<file path="src/sv/mf_pkg.sv">
`timescale 1ns / 1ps
// Shared types, constants and compare helpers for the 3x3 median filter.
// No dependencies; used by mf_median and median_filter_3x3.
package mf_pkg;

  localparam int PIX_W     = 8;
  localparam int MAX_WIDTH = 1024;
  localparam int MAX_HEIGHT = 1024;
  localparam int ADDR_W    = $clog2(MAX_WIDTH);
  localparam int CNT_W     = 10;
  localparam int REG_W     = 11;
  localparam int IDX_W     = 1;

  typedef enum logic [IDX_W-1:0] {
    REG_IMAGE_WIDTH  = 1'b0,
    REG_IMAGE_HEIGHT = 1'b1
  } reg_idx_e;

  typedef struct packed {
    logic [PIX_W-1:0] pixel_value;
    logic             start_of_frame;
  } in_t;

  typedef struct packed {
    logic [PIX_W-1:0] median_value;
    logic             end_of_row;
    logic             end_of_frame;
  } out_t;

  // One window column, sorted: lo <= md <= hi.
  typedef struct packed {
    logic [PIX_W-1:0] lo;
    logic [PIX_W-1:0] md;
    logic [PIX_W-1:0] hi;
  } col_t;

  // Three sorted columns plus the framing flags of the result.
  typedef struct packed {
    col_t [2:0] cols;
    logic       end_of_row;
    logic       end_of_frame;
  } win_t;

  function automatic logic [PIX_W-1:0] max2(input logic [PIX_W-1:0] a, input logic [PIX_W-1:0] b);
    return (a > b) ? a : b;
  endfunction

  function automatic logic [PIX_W-1:0] min2(input logic [PIX_W-1:0] a, input logic [PIX_W-1:0] b);
    return (a < b) ? a : b;
  endfunction

  function automatic logic [PIX_W-1:0] max3(input logic [PIX_W-1:0] a, input logic [PIX_W-1:0] b,
                                            input logic [PIX_W-1:0] c);
    return max2(max2(a, b), c);
  endfunction

  function automatic logic [PIX_W-1:0] min3(input logic [PIX_W-1:0] a, input logic [PIX_W-1:0] b,
                                            input logic [PIX_W-1:0] c);
    return min2(min2(a, b), c);
  endfunction

  function automatic logic [PIX_W-1:0] med3(input logic [PIX_W-1:0] a, input logic [PIX_W-1:0] b,
                                            input logic [PIX_W-1:0] c);
    return max2(min2(a, b), min2(max2(a, b), c));
  endfunction

  function automatic col_t sort3(input logic [PIX_W-1:0] a, input logic [PIX_W-1:0] b,
                                 input logic [PIX_W-1:0] c);
    col_t r;
    r.lo = min3(a, b, c);
    r.md = med3(a, b, c);
    r.hi = max3(a, b, c);
    return r;
  endfunction

endpackage

</file>
<file path="src/sv/mf_median.sv">
`timescale 1ns / 1ps
// Median of a 3x3 window from three sorted columns, in two compare stages
// plus an output register. Depends on mf_pkg.
module mf_median (
  input  logic         clk_i,
  input  logic         rst_ni,
  input  logic         win_valid_i,
  output logic         win_stall_o,
  input  mf_pkg::win_t win_i,
  output logic         out_valid_o,
  input  logic         out_stall_i,
  output mf_pkg::out_t out_data_o
);
  import mf_pkg::*;

  typedef struct packed {
    logic [PIX_W-1:0] lo;
    logic [PIX_W-1:0] md;
    logic [PIX_W-1:0] hi;
    logic             end_of_row;
    logic             end_of_frame;
  } cand_t;

  logic  s2_v_q, s3_v_q, out_v_q;
  win_t  s2_q;
  cand_t s3_q, s3_d;
  out_t  out_q, out_d;
  logic  out_rdy, s3_rdy, s2_rdy;

  assign out_rdy = !out_v_q || !out_stall_i;
  assign s3_rdy  = !s3_v_q || out_rdy;
  assign s2_rdy  = !s2_v_q || s3_rdy;
  assign win_stall_o = !s2_rdy;

  // Max of the lows, median of the medians, min of the highs.
  always_comb begin
    s3_d.lo = max3(s2_q.cols[0].lo, s2_q.cols[1].lo, s2_q.cols[2].lo);
    s3_d.md = med3(s2_q.cols[0].md, s2_q.cols[1].md, s2_q.cols[2].md);
    s3_d.hi = min3(s2_q.cols[0].hi, s2_q.cols[1].hi, s2_q.cols[2].hi);
    s3_d.end_of_row   = s2_q.end_of_row;
    s3_d.end_of_frame = s2_q.end_of_frame;
  end

  always_comb begin
    out_d.median_value = med3(s3_q.lo, s3_q.md, s3_q.hi);
    out_d.end_of_row   = s3_q.end_of_row;
    out_d.end_of_frame = s3_q.end_of_frame;
  end

  always_ff @(posedge clk_i or negedge rst_ni) begin
    if (!rst_ni) begin
      s2_v_q  <= 1'b0;
      s3_v_q  <= 1'b0;
      out_v_q <= 1'b0;
    end else begin
      if (s2_rdy)  s2_v_q  <= win_valid_i;
      if (s3_rdy)  s3_v_q  <= s2_v_q;
      if (out_rdy) out_v_q <= s3_v_q;
    end
  end

  always_ff @(posedge clk_i) begin
    if (s2_rdy && win_valid_i) s2_q  <= win_i;
    if (s3_rdy && s2_v_q)      s3_q  <= s3_d;
    if (out_rdy && s3_v_q)     out_q <= out_d;
  end

  assign out_valid_o = out_v_q;
  assign out_data_o  = out_q;

endmodule

</file>
<file path="config.mk">
export PLATFORM = sky130hd
export DESIGN_NAME = mf_median
export DESIGN_NICKNAME = d
export VERILOG_FILES = /design/src/sv/mf_pkg.sv /design/src/sv/mf_median.sv
export SDC_FILE = /design/constraint.sdc
export NUM_CORES = 1
export LEC_CHECK = 0
export ABC_AREA = 1
export BUFFER_PORTS_ARGS = -buffer_cell sky130_fd_sc_hd__buf_2
export CORE_MARGIN = 8
export CORE_UTILIZATION = 50
export CTS_BUF_LIST = sky130_fd_sc_hd__clkbuf_2 sky130_fd_sc_hd__clkbuf_4 sky130_fd_sc_hd__clkbuf_8
export DETAILED_ROUTE_END_ITERATION = 10
export PLACE_DENSITY = 0.71
export SYNTH_ARGS = -nofsm -noshare
export SYNTH_HDL_FRONTEND = slang
export SYNTH_SLANG_ARGS = --single-unit
</file>
<file path="constraint.sdc">
create_clock -name clk_i -period 6.5 [get_ports clk_i]
set_input_delay 0.325 -clock clk_i [delete_from_list [all_inputs] [get_ports clk_i]]
set_output_delay 0.325 -clock clk_i [all_outputs]
set_load 0.1 [all_outputs]
</file>
Word-level counts from Yosys, hierarchy flattened
Index checks and enable logic that the tools add are counted.
- magnitude comparators: 12
- multiplexer cells: 12
- reduce and logical (&&, ||, !) cells: 11
- operators by type and width (operator ; number):
    8-bit two-way mux ; 12
    8-bit > comparator ; 6
    8-bit < comparator ; 6
    1-bit logical NOT ; 5
    1-bit logical AND ; 3
    1-bit logical OR ; 3
- register bits: 113
- output and inout bits: 12
- word-level logic and storage cells: 57

Logic depth before layout (Yosys ltp)
- word-level depth: 6
- mapped depth: 31

Worst setup path after synthesis
OpenSTA, ideal clock, no wires.
- kind: flip-flop to flip-flop
- start: reg out_v_q (netlist: out_valid_o)
- end: reg s2_q[0] (netlist bit) (enable)
- setup time: 0.506 ns
- arrival time: 4.710 ns
- required time: 5.994 ns
- slack: 1.284 ns
- cell stages (with the launch flop): 6
- period minus slack after synthesis: 5.216 ns
- cells stage by stage: dfrtp_1 nand2_1 nor2_1 inv_1 nor2_1 nor2_1
- longest elaborated chain between the ends: 5
- ends and longest elaborated chain (element ; RTL line ; RTL):
    start: declaration ; mf_median.sv:24 ; logic s2_v_q, s3_v_q, out_v_q;
    start signal: assignment ; mf_median.sv:58 ; if (out_rdy) out_v_q <= s3_v_q;
    1-bit logical NOT ; mf_median.sv:30 ; assign out_rdy = !out_v_q || !out_stall_i;
    1-bit logical OR ; mf_median.sv:30 ;
    1-bit logical OR ; mf_median.sv:31 ; assign s3_rdy = !s3_v_q || out_rdy;
    1-bit logical OR ; mf_median.sv:32 ; assign s2_rdy = !s2_v_q || s3_rdy;
    1-bit logical AND ; mf_median.sv:63 ; if (s2_rdy && win_valid_i) s2_q <= win_i;
    end signal: assignment ; mf_median.sv:63 ;
    end: declaration ; mf_median.sv:25 ; win_t s2_q;
No other way between the ends.
A chain may end at the register's enable or synchronous reset.

==> metrics <==
global-route wire length before repair around 23 mm; min Tclk post-route 4.77 ns; Synth cell types 27; Post-CTS Setup Repair Bufs 0; final instance area 7780 um2; final hold viol count 0; Starting Density 50.9%; crit share post-route 73.3%; grt met1 use 18.8%; Post-CTS Resized 0; final setup vio count 0; met3 GRT Util about 4.5%; post-DR vias/cell 4.95; Crit Path Category reg2reg; worst skew pair latency 0.44 ns; Syn Nets 858; register bit total from synthesis 113; worst hold path depth 1; Clock Pin Slew Worst Setup and Hold Paths 0.07 ns; Post-synth EDFFs 110; Synth async-reset ratio 2.65%; cell mode on critical path nand2_1; top-count cell post-synth nand2_1; worst-path fanout max 18; Clock Sinks ~110; Synth top cells by count nand2_1 (158), inv_1 (114), edfxtp_1 (110), ha_1 (76), nand3_1 (48); final wirelength 13.6 mm; CTS tree built; TritonRoute pass-1 iters 5; DP Area roughly 7400 um2; Psw 0.00139 W; top cells by area, synth edfxtp_1 (49%), ha_1 (14%), nand2_1 (8.8%), inv_1 (6.4%), nand3_1 (3.6%); Via Count 4,938; slowest CP cell a211oi_2; power per cell area around 420 nW/um2; top-area cell type share of the netlist area 49.2%; synthesized instance count around 700; Logic pwr share 47.9%; DRC 0; GR Util met2 27.9%; register area share after synthesis 50.3%; CP required 6.81 ns; GRT Residual Overflow 0; Fillers 1,139; Arr. time, crit path 5.08 ns; Die ar. about 17,000 um2; max cap viols 0; Slew Viols, Final 0; core area 13,200 um2; CP Capture Type register; layout cells sized above 1 21.0%; Flop pwr share 31.5%; area leader, netlist edfxtp_1; Final GP Congestion 0.851; syn_area_per_cell 9.55 um2; fin nets 962; I/O pin cnt 90; post-detailed-route wirelength per cell 13.7 um; outcome finished clean; switch share 43.2%; Clk network pwr share 20.5%; Synth Warn # 0; vias in the first global route 5,034; max incr delay on CP between 0.5 and 0.6 ns; Post-synth top flop edfxtp_1; crit path launch type register; CTS max path bufs 2; row cnt 42; VDD IR max 190 uV; Max H-tree Level 4; CTS Buf Count 17; Pint 0.00184 W; Routed Antenna Nets 0; Die H 132 um; pin count of the biggest net entering global routing 75; antenna diode count 0; P_leak ~3.8 nW; FF-to-FF path depth 25; Layout area overhead 15.7%; Overall Global Routing Usage 16.4%; initial antenna violation count 0; Setup Skew 0.00514 ns; Setup TNS 0 ns; DR iter-0 viols 399; layer with the highest usage met2; Die Wd 132 um; Worst Hold Class in2reg; PortBufs 89; headroom to the max-slew limit 30.9%; Netlist Area Pre-Place 6720 um2; worst slew pin tran 1.04 ns; FMAX 0.210 GHz; root buffer cell clkbuf_8; HPWL Detailed 10.7 mm; RSZ-0062 raised after global routing no
-- timing repair --
item	4_1_cts	5_1_grt
endpoints found under the hold margin	3	0
setup endpoints to repair	0	0
hold buffers	1	0
-- worst paths after layout --
| check | startpoint | endpoint | slack [ns] |
|---|---|---|---|
| max | s3_q[11]$_DFFE_PP_ | out_data_o[2]$_DFFE_PP_ | 1.73 |
| min reg2reg | out_d[0]$_DFFE_PP_ | out_data_o[0]$_DFFE_PP_ | 0.43 |
| min in group asynchronous | rst_ni | s3_v_q$_DFFE_PN0P_ | 0.20 |
| max reg2reg | s3_q[11]$_DFFE_PP_ | out_data_o[2]$_DFFE_PP_ | 1.73 |
| min | win_i[28] | s2_q[28]$_DFFE_PP_ | 0.05 |
| max in group asynchronous | rst_ni | out_valid_o$_DFFE_PN0P_ | 6.19 |
-- cell families (layout without fill, tap and decap cells) --
group                    Yosys count  in the layout  synth area share, %
AO/OA/AOI/OAI                    100            100                 8.68
AND/OR/NAND/NOR                  290            290                 19.8
flip-flops                       113            113                 50.3
buffers and inverters            125            242                 7.09
adder cells (fa/ha/maj)           76             76                 14.2
-- area by class of cell --
type,instances,area (um2),area share [%]
Timing Repair Buffer,92,470,6.05
Tap cell,176,220,2.83
Inverter,118,443,5.69
Clock inverter,13,144,1.85
Clock buffer,19,249,3.20
Multi-Input combinational cell,466,2870,36.9
Sequential cell,113,3380,43.4
-- registers in the layout, summed over array words and instances (netlist names) --
signal and count:
s3_v_q 1, out_valid_o 1, out_d 2, s3_q 24, s2_q 74, s2_v_q 1
out_data_o 10
-- cell usage in the layout (no fill, tap or decap), drive strengths merged --
cell	instances
dlygate4sd3	1
nor2	42
nand4	2
a32oi	2
nand3	48
a21o	2
ha	76
clkbuf	19
a211oi	7
edfxtp	110
nand2	191
o32ai	1
o21ai	42
a21oi	46
bufinv	3
clkinv	10
dfrtp	3
nor2b	1
or2	2
buf	91
inv	118
and2	4
-- worst max-delay path: cells and delay by family, from the launching register on --
family                     cells  cell delay, ns
and+or+nand+nor               17            1.82
AOI/OAI and AO/OA              3            1.25
adders and majority gates      3            0.91
DFF                            1            0.41
buffers and inverters          2            0.24
-- layer usage --
metal | wire, um | vias up | share of wire (%)
met5 | 0 | - | 0
met4 | 218 | 0 | 1.6
met3 | 543 | 16 | 4.0
met2 | 6890 | 91 | 50
met1 | 6000 | 2260 | 44
li1 | - | 2571 | -
-- per-stage QoR --
step / setup WS (ns) / hold WS, ns / power, W / utilization [%] / std cells
after CTS: 1.70 / 0.0260 / 0.00324 / 59.0 / 997
after global placement: 1.80 / 0.121 / 0.00253 / 55.9 / 964
final: 1.73 / 0.0535 / 0.00323 / 59.0 / 997
after detailed placement: 1.80 / 0.125 / 0.00257 / 55.9 / 964
after global routing: 1.30 / 0.0183 / 0.00350 / 59.0 / 997
after floorplan: 1.28 / 0.0294 / 0.00224 / - / 704
-- power groups by stage --
stage	Clock, W	Combinational, W	Sequential [W]
after floorplan	0	0.00101	0.00123
after global placement	0	0.00150	0.00103
after detailed placement	0	0.00153	0.00103
after CTS	0.000677	0.00155	0.00102
final	0.000663	0.00155	0.00102
after global routing	0.000710	0.00176	0.00103
No activity file was read; power rests on OpenSTA's default activity.
